### src/rtl/rarc_pkg.sv
// Shared types and constants for the reed array run centroid block.
`timescale 1ns / 1ps

package rarc_pkg;

    localparam int MAX_SENSORS_DEF = 16;
    localparam int FIFO_DEPTH_DEF  = 4;

    localparam int RAW_W    = 16;
    localparam int COUNT_W  = 5;
    localparam int RES_W    = 16;
    localparam int OFFSET_W = 9;
    localparam int CENTER_W = 5;
    localparam int IDX_W    = 3;
    localparam int LAT_W    = 25;
    localparam int CFG_IDX_W  = 3;
    localparam int CFG_DATA_W = 16;

    localparam int LAT_LIMIT = 10354530;

    localparam logic [COUNT_W-1:0]  SENSOR_COUNT_RST  = COUNT_W'(8);
    localparam logic                ACTIVE_LEVEL_RST  = 1'b0;
    localparam logic [RES_W-1:0]    RESOLUTION_RST    = RES_W'(2560);
    localparam logic [OFFSET_W-1:0] OFFSET_HALF_RST   = OFFSET_W'(9);

    localparam logic [CFG_IDX_W-1:0] REG_SENSOR_COUNT = 3'd0;
    localparam logic [CFG_IDX_W-1:0] REG_ACTIVE_LEVEL = 3'd1;
    localparam logic [CFG_IDX_W-1:0] REG_RESOLUTION   = 3'd2;
    localparam logic [CFG_IDX_W-1:0] REG_OFFSET_HALF  = 3'd3;

    typedef struct packed {
        logic [COUNT_W-1:0]         sensor_count;
        logic                       active_level;
        logic [RES_W-1:0]           resolution_q8;
        logic signed [OFFSET_W-1:0] offset_half;
    } cfg_t;

    // One run found by the front end, waiting for its position to be scaled.
    typedef struct packed {
        logic [CENTER_W-1:0] center;
        logic [IDX_W-1:0]    index;
        logic                last;
    } run_desc_t;

endpackage

### src/rtl/rarc_fifo.sv
// Small register queue of run descriptors between the front and back ends.
`timescale 1ns / 1ps

module rarc_fifo #(
    parameter int DEPTH = rarc_pkg::FIFO_DEPTH_DEF
) (
    input  logic                  clk,
    input  logic                  rst_n,
    input  logic                  push,
    input  rarc_pkg::run_desc_t   push_data,
    output logic                  full,
    input  logic                  pop,
    output rarc_pkg::run_desc_t   pop_data,
    output logic                  empty
);
    import rarc_pkg::*;

    localparam int PTR_W = (DEPTH > 1) ? $clog2(DEPTH) : 1;
    localparam int CNT_W = $clog2(DEPTH + 1);

    run_desc_t          mem_reg [DEPTH];
    logic [PTR_W-1:0]   wr_ptr_reg, wr_ptr_next;
    logic [PTR_W-1:0]   rd_ptr_reg, rd_ptr_next;
    logic [CNT_W-1:0]   count_reg, count_next;

    assign full     = (count_reg == CNT_W'(DEPTH));
    assign empty    = (count_reg == '0);
    assign pop_data = mem_reg[rd_ptr_reg];

    always_comb
    begin
        wr_ptr_next = wr_ptr_reg;
        rd_ptr_next = rd_ptr_reg;
        count_next  = count_reg;
        if (push)
        begin
            wr_ptr_next = (wr_ptr_reg == PTR_W'(DEPTH - 1)) ? '0 : wr_ptr_reg + 1'b1;
        end
        if (pop)
        begin
            rd_ptr_next = (rd_ptr_reg == PTR_W'(DEPTH - 1)) ? '0 : rd_ptr_reg + 1'b1;
        end
        if (push && !pop)
        begin
            count_next = count_reg + 1'b1;
        end
        else if (pop && !push)
        begin
            count_next = count_reg - 1'b1;
        end
    end

    always_ff @(posedge clk or negedge rst_n)
    begin
        if (!rst_n)
        begin
            wr_ptr_reg <= '0;
            rd_ptr_reg <= '0;
            count_reg  <= '0;
        end
        else
        begin
            wr_ptr_reg <= wr_ptr_next;
            rd_ptr_reg <= rd_ptr_next;
            count_reg  <= count_next;
        end
    end

    always_ff @(posedge clk)
    begin
        if (push)
        begin
            mem_reg[wr_ptr_reg] <= push_data;
        end
    end

    a_no_overflow: assert property (@(posedge clk) disable iff (!rst_n)
        !(push && full && !pop))
        else $error("run queue written while full");

    a_no_underflow: assert property (@(posedge clk) disable iff (!rst_n)
        !(pop && empty))
        else $error("run queue read while empty");

endmodule

### src/rtl/rarc_front.sv
// Front end: accepts switch words and peels off one active run per cycle while the run queue has room.
`timescale 1ns / 1ps

module rarc_front #(
    parameter int MAX_SENSORS = rarc_pkg::MAX_SENSORS_DEF
) (
    input  logic                        clk,
    input  logic                        rst_n,
    input  rarc_pkg::cfg_t              cfg,
    input  logic                        in_valid,
    output logic                        in_stall,
    input  logic [rarc_pkg::RAW_W-1:0]  raw_bits,
    output logic                        push,
    output rarc_pkg::run_desc_t         push_data,
    input  logic                        fifo_full
);
    import rarc_pkg::*;

    localparam int SIDX_W = $clog2(MAX_SENSORS);

    logic                   busy_reg, busy_next;
    logic [MAX_SENSORS-1:0] act_reg, act_next;
    logic [IDX_W-1:0]       idx_reg, idx_next;

    logic [MAX_SENSORS-1:0] act_in;
    logic [MAX_SENSORS-1:0] lowbit;
    logic [MAX_SENSORS-1:0] run_sum;
    logic [MAX_SENSORS-1:0] run_bits;
    logic [MAX_SENSORS-1:0] remain;
    logic [SIDX_W-1:0]      first_idx;
    logic [SIDX_W-1:0]      last_idx;
    logic                   accept;

    // Bits at or above sensor_count are forced inactive, which also pads the top end.
    always_comb
    begin
        for (int i = 0; i < MAX_SENSORS; i++)
        begin
            act_in[i] = (raw_bits[i] == cfg.active_level) && (COUNT_W'(i) < cfg.sensor_count);
        end
    end

    // Adding the lowest set bit clears the lowest run; the cleared bits are that run.
    assign lowbit   = act_reg & (~act_reg + 1'b1);
    assign run_sum  = act_reg + lowbit;
    assign run_bits = act_reg & ~run_sum;
    assign remain   = act_reg & run_sum;

    always_comb
    begin
        first_idx = '0;
        last_idx  = '0;
        for (int i = 0; i < MAX_SENSORS; i++)
        begin
            if (lowbit[i])
            begin
                first_idx = SIDX_W'(i);
            end
            if (run_bits[i])
            begin
                last_idx = SIDX_W'(i);
            end
        end
    end

    assign push               = busy_reg && !fifo_full;
    assign push_data.center   = CENTER_W'(first_idx) + CENTER_W'(last_idx);
    assign push_data.index    = idx_reg;
    assign push_data.last     = (remain == '0);

    assign in_stall = busy_reg && !(push && remain == '0);
    assign accept   = in_valid && !in_stall;

    always_comb
    begin
        busy_next = busy_reg;
        act_next  = act_reg;
        idx_next  = idx_reg;
        if (accept)
        begin
            busy_next = (act_in != '0);
            act_next  = act_in;
            idx_next  = '0;
        end
        else if (push)
        begin
            busy_next = (remain != '0);
            act_next  = remain;
            idx_next  = idx_reg + 1'b1;
        end
    end

    always_ff @(posedge clk or negedge rst_n)
    begin
        if (!rst_n)
        begin
            busy_reg <= 1'b0;
            act_reg  <= '0;
            idx_reg  <= '0;
        end
        else
        begin
            busy_reg <= busy_next;
            act_reg  <= act_next;
            idx_reg  <= idx_next;
        end
    end

    a_busy_has_run: assert property (@(posedge clk) disable iff (!rst_n)
        busy_reg |-> (act_reg != '0))
        else $error("front end busy with no active run left");

    a_last_frees_input: assert property (@(posedge clk) disable iff (!rst_n)
        (push && push_data.last) |-> !in_stall)
        else $error("input stalled while last run of a word is handed on");

endmodule

### src/rtl/rarc_back.sv
// Back end: scales run centers into lateral positions and holds the output word.
`timescale 1ns / 1ps

module rarc_back (
    input  logic                                 clk,
    input  logic                                 rst_n,
    input  rarc_pkg::cfg_t                       cfg,
    input  logic                                 fifo_empty,
    input  rarc_pkg::run_desc_t                  fifo_data,
    output logic                                 pop,
    output logic                                 out_valid,
    input  logic                                 out_stall,
    output logic [rarc_pkg::CENTER_W-1:0]        run_center_half,
    output logic signed [rarc_pkg::LAT_W-1:0]    lateral_pos,
    output logic [rarc_pkg::IDX_W-1:0]           run_index,
    output logic                                 last
);
    import rarc_pkg::*;

    localparam int DIFF_W = OFFSET_W + 1;
    localparam int PROD_W = RES_W + 1 + DIFF_W;

    logic                       out_valid_reg, out_valid_next;
    logic [CENTER_W-1:0]        center_reg;
    logic signed [LAT_W-1:0]    lat_reg;
    logic [IDX_W-1:0]           index_reg;
    logic                       last_reg;

    logic signed [DIFF_W-1:0]   diff;
    logic signed [PROD_W-1:0]   product;
    logic signed [LAT_W-1:0]    lat_sat;

    assign pop = !fifo_empty && (!out_valid_reg || !out_stall);

    assign diff    = $signed({{(DIFF_W - CENTER_W){1'b0}}, fifo_data.center})
                   - $signed({cfg.offset_half[OFFSET_W-1], cfg.offset_half});
    assign product = $signed({1'b0, cfg.resolution_q8}) * diff;

    always_comb
    begin
        if (product > PROD_W'(LAT_LIMIT))
        begin
            lat_sat = LAT_W'(LAT_LIMIT);
        end
        else if (product < -PROD_W'(LAT_LIMIT))
        begin
            lat_sat = -LAT_W'(LAT_LIMIT);
        end
        else
        begin
            lat_sat = product[LAT_W-1:0];
        end
    end

    always_comb
    begin
        out_valid_next = out_valid_reg;
        if (pop)
        begin
            out_valid_next = 1'b1;
        end
        else if (!out_stall)
        begin
            out_valid_next = 1'b0;
        end
    end

    always_ff @(posedge clk or negedge rst_n)
    begin
        if (!rst_n)
        begin
            out_valid_reg <= 1'b0;
        end
        else
        begin
            out_valid_reg <= out_valid_next;
        end
    end

    always_ff @(posedge clk)
    begin
        if (pop)
        begin
            center_reg <= fifo_data.center;
            lat_reg    <= lat_sat;
            index_reg  <= fifo_data.index;
            last_reg   <= fifo_data.last;
        end
    end

    assign out_valid       = out_valid_reg;
    assign run_center_half = center_reg;
    assign lateral_pos     = lat_reg;
    assign run_index       = index_reg;
    assign last            = last_reg;

    a_valid_from_pop: assert property (@(posedge clk) disable iff (!rst_n)
        $rose(out_valid_reg) |-> $past(pop))
        else $error("output word appeared without a queue read");

endmodule

### src/rtl/reed_array_run_centroid_top.sv
// Top level of the reed array run centroid block: registers and wiring.
`timescale 1ns / 1ps

// The block takes one switch word per input handshake (in_valid / in_stall,
// raw_bits) and returns one output word per active run in it, lowest switch
// first, with run_index counting from zero and last set on the final run. A
// word with no active run produces nothing. Settings are written through the
// cfg channel (cfg_valid / cfg_ready, cfg_index, cfg_data); cfg_ready is always
// high, and writes are expected only while no word is in flight.
//
// The front end extracts one run per cycle while the run queue has room, so a
// word occupies the input until the last of its runs has been queued.
// A new word is taken in the same cycle that the last run of the previous word
// is queued. The first result of a word is registered in the run extractor,
// then in the run queue and then in the output register. After that, one
// result can leave per cycle while the receiver does not stall.
//
// Reset returns the settings to their defaults (8 switches, active low,
// 10.0 switch spacing, offset 9 half switches) and empties the queue. When the
// receiver stalls, the output word holds, the queue fills, and then the input
// stalls; no result is lost or repeated.

module reed_array_run_centroid_top #(
    parameter int MAX_SENSORS = rarc_pkg::MAX_SENSORS_DEF,
    parameter int FIFO_DEPTH  = rarc_pkg::FIFO_DEPTH_DEF
) (
    input  logic                                 clk,
    input  logic                                 rst_n,
    input  logic                                 in_valid,
    output logic                                 in_stall,
    input  logic [rarc_pkg::RAW_W-1:0]           raw_bits,
    output logic                                 out_valid,
    input  logic                                 out_stall,
    output logic [rarc_pkg::CENTER_W-1:0]        run_center_half,
    output logic signed [rarc_pkg::LAT_W-1:0]    lateral_pos,
    output logic [rarc_pkg::IDX_W-1:0]           run_index,
    output logic                                 last,
    input  logic                                 cfg_valid,
    output logic                                 cfg_ready,
    input  logic [rarc_pkg::CFG_IDX_W-1:0]       cfg_index,
    input  logic [rarc_pkg::CFG_DATA_W-1:0]      cfg_data
);
    import rarc_pkg::*;

    cfg_t       cfg_reg, cfg_next;
    logic       push;
    run_desc_t  push_data;
    logic       fifo_full;
    logic       pop;
    run_desc_t  pop_data;
    logic       fifo_empty;

    assign cfg_ready = 1'b1;

    // Writes to an index past the last register fall into the default arm.
    always_comb
    begin
        cfg_next = cfg_reg;
        if (cfg_valid && cfg_ready)
        begin
            case (cfg_index)
                REG_SENSOR_COUNT: cfg_next.sensor_count  = cfg_data[COUNT_W-1:0];
                REG_ACTIVE_LEVEL: cfg_next.active_level  = cfg_data[0];
                REG_RESOLUTION:   cfg_next.resolution_q8 = cfg_data[RES_W-1:0];
                REG_OFFSET_HALF:  cfg_next.offset_half   = $signed(cfg_data[OFFSET_W-1:0]);
                default:          cfg_next = cfg_reg;
            endcase
        end
    end

    always_ff @(posedge clk or negedge rst_n)
    begin
        if (!rst_n)
        begin
            cfg_reg.sensor_count  <= SENSOR_COUNT_RST;
            cfg_reg.active_level  <= ACTIVE_LEVEL_RST;
            cfg_reg.resolution_q8 <= RESOLUTION_RST;
            cfg_reg.offset_half   <= $signed(OFFSET_HALF_RST);
        end
        else
        begin
            cfg_reg <= cfg_next;
        end
    end

    rarc_front #(
        .MAX_SENSORS (MAX_SENSORS)
    ) u_front (
        .clk       (clk),
        .rst_n     (rst_n),
        .cfg       (cfg_reg),
        .in_valid  (in_valid),
        .in_stall  (in_stall),
        .raw_bits  (raw_bits),
        .push      (push),
        .push_data (push_data),
        .fifo_full (fifo_full)
    );

    rarc_fifo #(
        .DEPTH (FIFO_DEPTH)
    ) u_fifo (
        .clk       (clk),
        .rst_n     (rst_n),
        .push      (push),
        .push_data (push_data),
        .full      (fifo_full),
        .pop       (pop),
        .pop_data  (pop_data),
        .empty     (fifo_empty)
    );

    rarc_back u_back (
        .clk             (clk),
        .rst_n           (rst_n),
        .cfg             (cfg_reg),
        .fifo_empty      (fifo_empty),
        .fifo_data       (pop_data),
        .pop             (pop),
        .out_valid       (out_valid),
        .out_stall       (out_stall),
        .run_center_half (run_center_half),
        .lateral_pos     (lateral_pos),
        .run_index       (run_index),
        .last            (last)
    );

endmodule
### config.mk
export PLATFORM = sky130hd
export DESIGN_NAME = reed_array_run_centroid_top
export DESIGN_NICKNAME = d
export VERILOG_FILES = /design/src/rtl/rarc_pkg.sv /design/src/rtl/rarc_fifo.sv /design/src/rtl/rarc_front.sv /design/src/rtl/rarc_back.sv /design/src/rtl/reed_array_run_centroid_top.sv
export SDC_FILE = /design/constraint.sdc
export NUM_CORES = 1
export LEC_CHECK = 0
export BUFFER_PORTS_ARGS = -buffer_cell sky130_fd_sc_hd__buf_2
export CAP_MARGIN = 20
export CORE_ASPECT_RATIO = 1.2
export CORE_UTILIZATION = 50
export CTS_BUF_LIST = sky130_fd_sc_hd__clkbuf_8 sky130_fd_sc_hd__clkbuf_16
export DETAILED_ROUTE_END_ITERATION = 6
export PLACE_DENSITY = 0.73
export SYNTH_ARGS = -nofsm -noshare
export SYNTH_HDL_FRONTEND = slang
export SYNTH_HIERARCHICAL = 1
export SYNTH_SLANG_ARGS = --single-unit
### constraint.sdc
create_clock -name clk -period 25.3 [get_ports clk]
set_input_delay 1.265 -clock clk [delete_from_list [all_inputs] [get_ports clk]]
set_output_delay 1.265 -clock clk [all_outputs]
set_load 0.1 [all_outputs]
==> results of run 1 <==
metal layers:
layer,wire length (microns),up-vias,GRT usage (%),share of wire (%)
met2,16620,272,44.76,55
met3,1191,66,2.817,3.9
li1,-,4489,-,-
met1,11660,4808,27.53,38
met4,983,0,9.455,3.2
met5,0,-,0,0
worst register-to-register path, delay by kind of cell (launching register included):
kind                     cells  cell delay (ns)
XOR/XNOR                     2             1.43
AO/OA/AOI/OAI               10             2.15
buffers and inverters        5             0.69
flip-flops                   1             0.77
AND/OR/NAND/NOR              4             0.98
adder cells (fa/ha/maj)      7             3.11
multiplexers                 1             0.68
cell families after synthesis:
family | count (synthesis) | synth area share (%)
multiplexers | 48 | 5.160
buffers and inverters | 263 | 8.460
AND/OR/NAND/NOR | 398 | 15.86
other | 1 | 0.02858
adder cells (fa/ha/maj) | 208 | 26.36
XOR/XNOR | 48 | 3.205
flip-flops | 129 | 27.32
AO/OA/AOI/OAI | 225 | 13.60
Yosys cell counts (31+ instances only):
master	instances	area share, %
xnor2_1	34	2.3
o21ai_0	38	1.4
clkbuf_1	41	1.2
nand2b_1	31	1.5
fa_1	114	17
nand2_1	125	3.6
inv_1	192	5.5
edfxtp_1	70	16
nor2_1	55	1.6
and2_1	62	3.0
a21oi_1	44	1.7
dfrtp_1	54	10
ha_1	94	9.0
layout make-up:
class | instances | area, sq um
clock inverters | 15 | 193.9
clock buffers | 17 | 425.4
multi-input cells | 928 | 8466
inverters | 193 | 724.4
fillers | 2253 | 11390
repair buffers | 82 | 427.9
well taps | 330 | 412.9
flip-flops and latches | 129 | 3585
placed cells by master (no fill, tap or decap), types with 10 or more instances in the layout:
cell and n:
edfxtp_1 70, a21oi_1 43, a21o_1 10, nand2b_1 31
buf_2 75, o21ai_0 38, a211oi_2 12, ha_1 94
nor2b_1 28, o21a_1 10, xor2_1 14, nand2_1 125
clkbuf_16 17, o21ai_2 10, nor3_1 13, and2_1 62
inv_1 192, nand4_1 15, dfrtp_1 54, nor2_1 55
mux2_2 24, mux2_4 10, xnor2_1 32, nand3_1 24
fa_1 114
worst min-delay path by stage:
stage	to	start	depth (start not counted)	slack (ns)
after detailed placement	u_fifo/count_reg[2]	u_fifo/count_reg[2]	1	0.49
after CTS	u_fifo/count_reg[2]	u_fifo/count_reg[2]	1	0.51
after global routing	u_fifo/count_reg[2]	u_fifo/count_reg[2]	1	0.53
after floorplan	u_fifo/count_reg[2]	u_fifo/count_reg[2]	1	0.46
after global placement	u_fifo/count_reg[2]	u_fifo/count_reg[2]	1	0.47
final	u_fifo/count_reg[2]	u_fifo/count_reg[2]	1	0.50
through the flow:
step	utilization (%)	cell area, sq um	std cells	setup WS (ns)
finish	55.55	14230	1694	15.23
floorplan	-	13120	1320	17.21
CTS	55.52	14230	1693	15.05
global route	55.55	14230	1694	14.51
detailed placement	53.11	13610	1661	15.19
global placement	53.11	13610	1661	15.49
==> flow_summary.toml, run 1 <==
[run_status]
outcome = "finished, final reports clean"

[clock_network]
cts_tree = "yes"
cts_root_buf = "clkbuf_16"
clk_pin_slew_ns = 0.07
cts-resized-gates = 0
ctsLongestPathBuffers = 2
h-tree-depth = 4
cts_buffers = 17
cts.sinks = 129
cts_setup_buffers = 0
clock_latency_ns = 0.43
cts_hold_buffers = 0

[global_route]
grt_max_degree = 60
grt_pass1_wl_microns = 50510
overflow = 0
grt_usage_pct = 24.04
grt_pass1_vias = 10040
antenna_found_initial = 0

[logic_synthesis]
netlist-cell-type-count = 99
post_synth_inst_count = 1320
yosysSeqAreaShare_pct = 27.32
synthFlopType = "edfxtp_1"
ys_ff_latch = 129
async_reset_ff_share_pct = 45.74
syn_area_sq_mm = 0.01312
synth_edf_count = 70
syn_nets = 1568
syn_area_per_cell_sq_um = 9.939
synth-warning-count = 6

[floorplan]
core-area_sq_mm = 0.02562
ios = 77
num_rows = 64
die_h_microns = 179.4
fp.dieW_microns = 149.9
die_area_sq_mm = 0.02689
start_util_pct = 51.20

[sta]
final.setup.tns_ns = 0
fmax_mhz = 99.28
fin_hold_ws_ns = 0.5003
slew_headroom_pct = 27.17
tightest_slew_ns = 1.087
hold_viol_final = 0
grt_setup_unrepaired = "false"
period_minus_slack_ns = 10.07
setup_viol = 0
slew_violations = 0
fin_skew_ns = 0.01263
final.period_utilization_pct = 39.81

[critical_path]
cp-end-kind = "register"
cp_slowest_stage_delay_ns = 0.77
crit_type = "reg -> reg"
r2r_slack_ns = 15.23
crit_slowest_cell = "dfrtp_1"
crit_end = "u_back/lateral_pos[1]"
rr_worst_depth = 29
crit-reg2reg-launch = "u_fifo/rd_ptr_reg[0]"
cp_num_buf_inv = 5
cp_num_cells = 29
cp_top_family = "adder cells"
cp.required_ns = 25.47
worstPathMaxFanout = 17
crit_arrival_ns = 10.25
startpoint = "u_fifo/rd_ptr_reg[0]"
r2r_end = "u_back/lateral_pos[1]"
cp-start-kind = "register"

[cells_and_area]
drive_gt1_share_pct = 16.35
synthToLayoutAreaGrowth_pct = 8.507
largest_register_ffs = 36
antenna_cells = 0
nets = 1599

[flow_run]
drv_cap = 0

[drt]
drtIter0Drc = 531
route.detailed.drc = 0
first_pass_iters = 5
finalWirelength_microns = 30450
vias_per_cell = 5.688
wire_per_inst_microns = 17.98
num_vias = 9635
final_antenna_net_count = 0

[hold_path]
hold_class = "reg -> reg"

[placement]
place_congestion = 0.9020
dp_hpwl_microns = 23220
portBuffers = 75
Power of run 1 is not shown: default switching activity piles up to over one toggle a cycle in this logic, so the estimate is an artifact.
==> run 2, diff against run 1 <==
- PLACE_DENSITY: 0.73 -> 0.75
- clock period: 25.3 -> 8.8 ns (I/O delays scaled with it)
==> run 2 against run 1 <==
Clock skew up 0.0015 ns. Count of clock-buffer cells in the layout is 1 higher. Fmax increased by 18%. Utilization increased by 0.78 points. Critical path depth is 1 higher. Non-clock buffer count increased by 24. Worst setup slack worse by 15 ns. Die area unchanged. Register-to-register slack got worse by 15 ns. Sequential cell count did not move. Critical endpoint unchanged.
==> flow_summary.toml, run 2 (synthesis results as in run 1) <==
[cells_and_area]
largest_register_ffs = 36
layout.cells.non_filler = 1719
drive_gt1_share_pct = 18.57
antenna_cells = 0
stdcell_area_sq_mm = 0.01443
final_common_cell = "inv_1"
final_cell_mix = "inv_1 (193), nand2_1 (124), fa_1 (114)"
synthToLayoutAreaGrowth_pct = 10.02
nets = 1624

[clock_network]
clock_latency_ns = 0.42
cts_buffers = 17
h-tree-depth = 4
cts_hold_buffers = 0
clk_pin_slew_ns = 0.06
cts.sinks = 129
cts_root_buf = "clkbuf_16"
cts_tree = "yes"
ctsLongestPathBuffers = 2

[drt]
route.detailed.drc = 0
finalWirelength_microns = 30160
wire_per_inst_microns = 17.54
num_vias = 9768
vias_per_cell = 5.682
final_antenna_net_count = 0
first_pass_iters = 5
drtIter0Drc = 577

[placement]
place_congestion = 0.9084
dp_cells = 1678
portBuffers = 75
placed_area_sq_mm = 0.01373
dp_hpwl_microns = 23150

[global_route]
grt_max_degree = 60
grt_usage_pct = 23.36
antenna_found_initial = 0
grt_pass1_wl_microns = 49480
grt_pass1_vias = 10080
overflow = 0

[sta]
fin_skew_ns = 0.01414
final.period_utilization_pct = 97.15
fmax_mhz = 117.0
tightest_slew_ns = 0.8955
slew_violations = 0
hold_viol_final = 0
slew_headroom_pct = 40.30
setup_viol = 0
period_minus_slack_ns = 8.549

[floorplan]
core-area_sq_mm = 0.02562
start_util_pct = 51.20
ios = 77
die_h_microns = 179.4
die_area_sq_mm = 0.02689
num_rows = 64
fp.dieW_microns = 149.9

[critical_path]
cp.required_ns = 8.97
crit_type = "reg -> reg"
r2r_slack_ns = 0.25
cp-end-kind = "register"
cp-start-kind = "register"
cp_slowest_stage_delay_ns = 0.59
path_common_cell = "inv_1"
crit_arrival_ns = 8.72
crit_end = "u_back/lateral_pos[1]"
crit_slowest_cell = "fa_1"
r2r_end = "u_back/lateral_pos[1]"
rr_worst_depth = 30
worstPathMaxFanout = 9
crit-reg2reg-launch = "u_fifo/rd_ptr_reg[0]"
cp_top_family = "adder cells"
startpoint = "u_fifo/rd_ptr_reg[0]"
cp_num_cells = 30
cp_num_buf_inv = 8

[flow_run]
drv_cap = 0

[hold_path]
hold_class = "in -> async"

[run_status]
outcome = "finished, final reports clean"
[run 2: cell types whose count changed in the layout (fill, tap and decap cells not counted), sizes merged]
cell	before	now
clkbuf	17	18
buf	82	106
bufinv	1	0
inv	199	198
xnor2	34	35
clkinv	7	8
[run 2: how the worst min path moves through the flow]
stage,cells after the start,startpoint,slack [ns],to
after floorplan,0,rst_n,0.14,cfg_reg[10]
after global routing,2,rst_n,0.22,u_front/idx_reg[0]
final,2,rst_n,0.16,u_fifo/count_reg[1]
after detailed placement,1,u_fifo/count_reg[2],0.47,u_fifo/count_reg[2]
after global placement,1,u_fifo/count_reg[2],0.47,u_fifo/count_reg[2]
after CTS,2,rst_n,0.18,u_front/idx_reg[0]
[run 2: metrics by stage]
stage                     setup TNS, ns  util, %  hold slack [ns]  worst slack [ns]
after floorplan                       0        -           0.1444            0.7063
after global placement                0    53.59           0.4712            0.1414
after detailed placement        -0.3641    53.59           0.4730          -0.05851
after CTS                             0    55.76           0.1816           0.01598
after global routing           -0.05567    56.33           0.2241          -0.05567
final                                 0    56.33           0.1612            0.2510
[run 2: metal layers]
metal	part of all wire (%)	routed length (microns)	global-route usage (%)
met1	40	11940	27.18
met2	53	15860	41.81
met3	3.8	1137	3.122
met4	4.1	1228	11.19
met5	0	0	0
[run 2: area by class of cell]
type,instances,area [sq um]
clock buffer,18,439.2
inverter,193,724.4
fill,2175,11190
clock inverter,14,107.6
multi-input combinational,929,8543
sequential,129,3586
tap,330,412.9
timing repair buffer,106,620.6
[run 2: timing repair]
action                                  CTS  global route
hold endpoints to repair                  0             0
gates resized for setup                   1            17
endpoints found under the setup margin   15            23
setup buffers                             0             7
pin swaps                                 0             4
gates cloned                              0             1
[run 2: worst register-to-register path, delay by kind of cell (launching register included)]
| kind | cells | cell delay [ns] |
|---|---|---|
| flip-flops | 1 | 0.42 |
| multiplexers | 1 | 0.55 |
| adder cells (fa/ha/maj) | 7 | 3.22 |
| buffers and inverters | 8 | 0.98 |
| AO/OA/AOI/OAI | 6 | 1.29 |
| AND/OR/NAND/NOR | 6 | 1.31 |
| XOR/XNOR | 2 | 0.53 |
Power of run 2 is left out for the same reason.
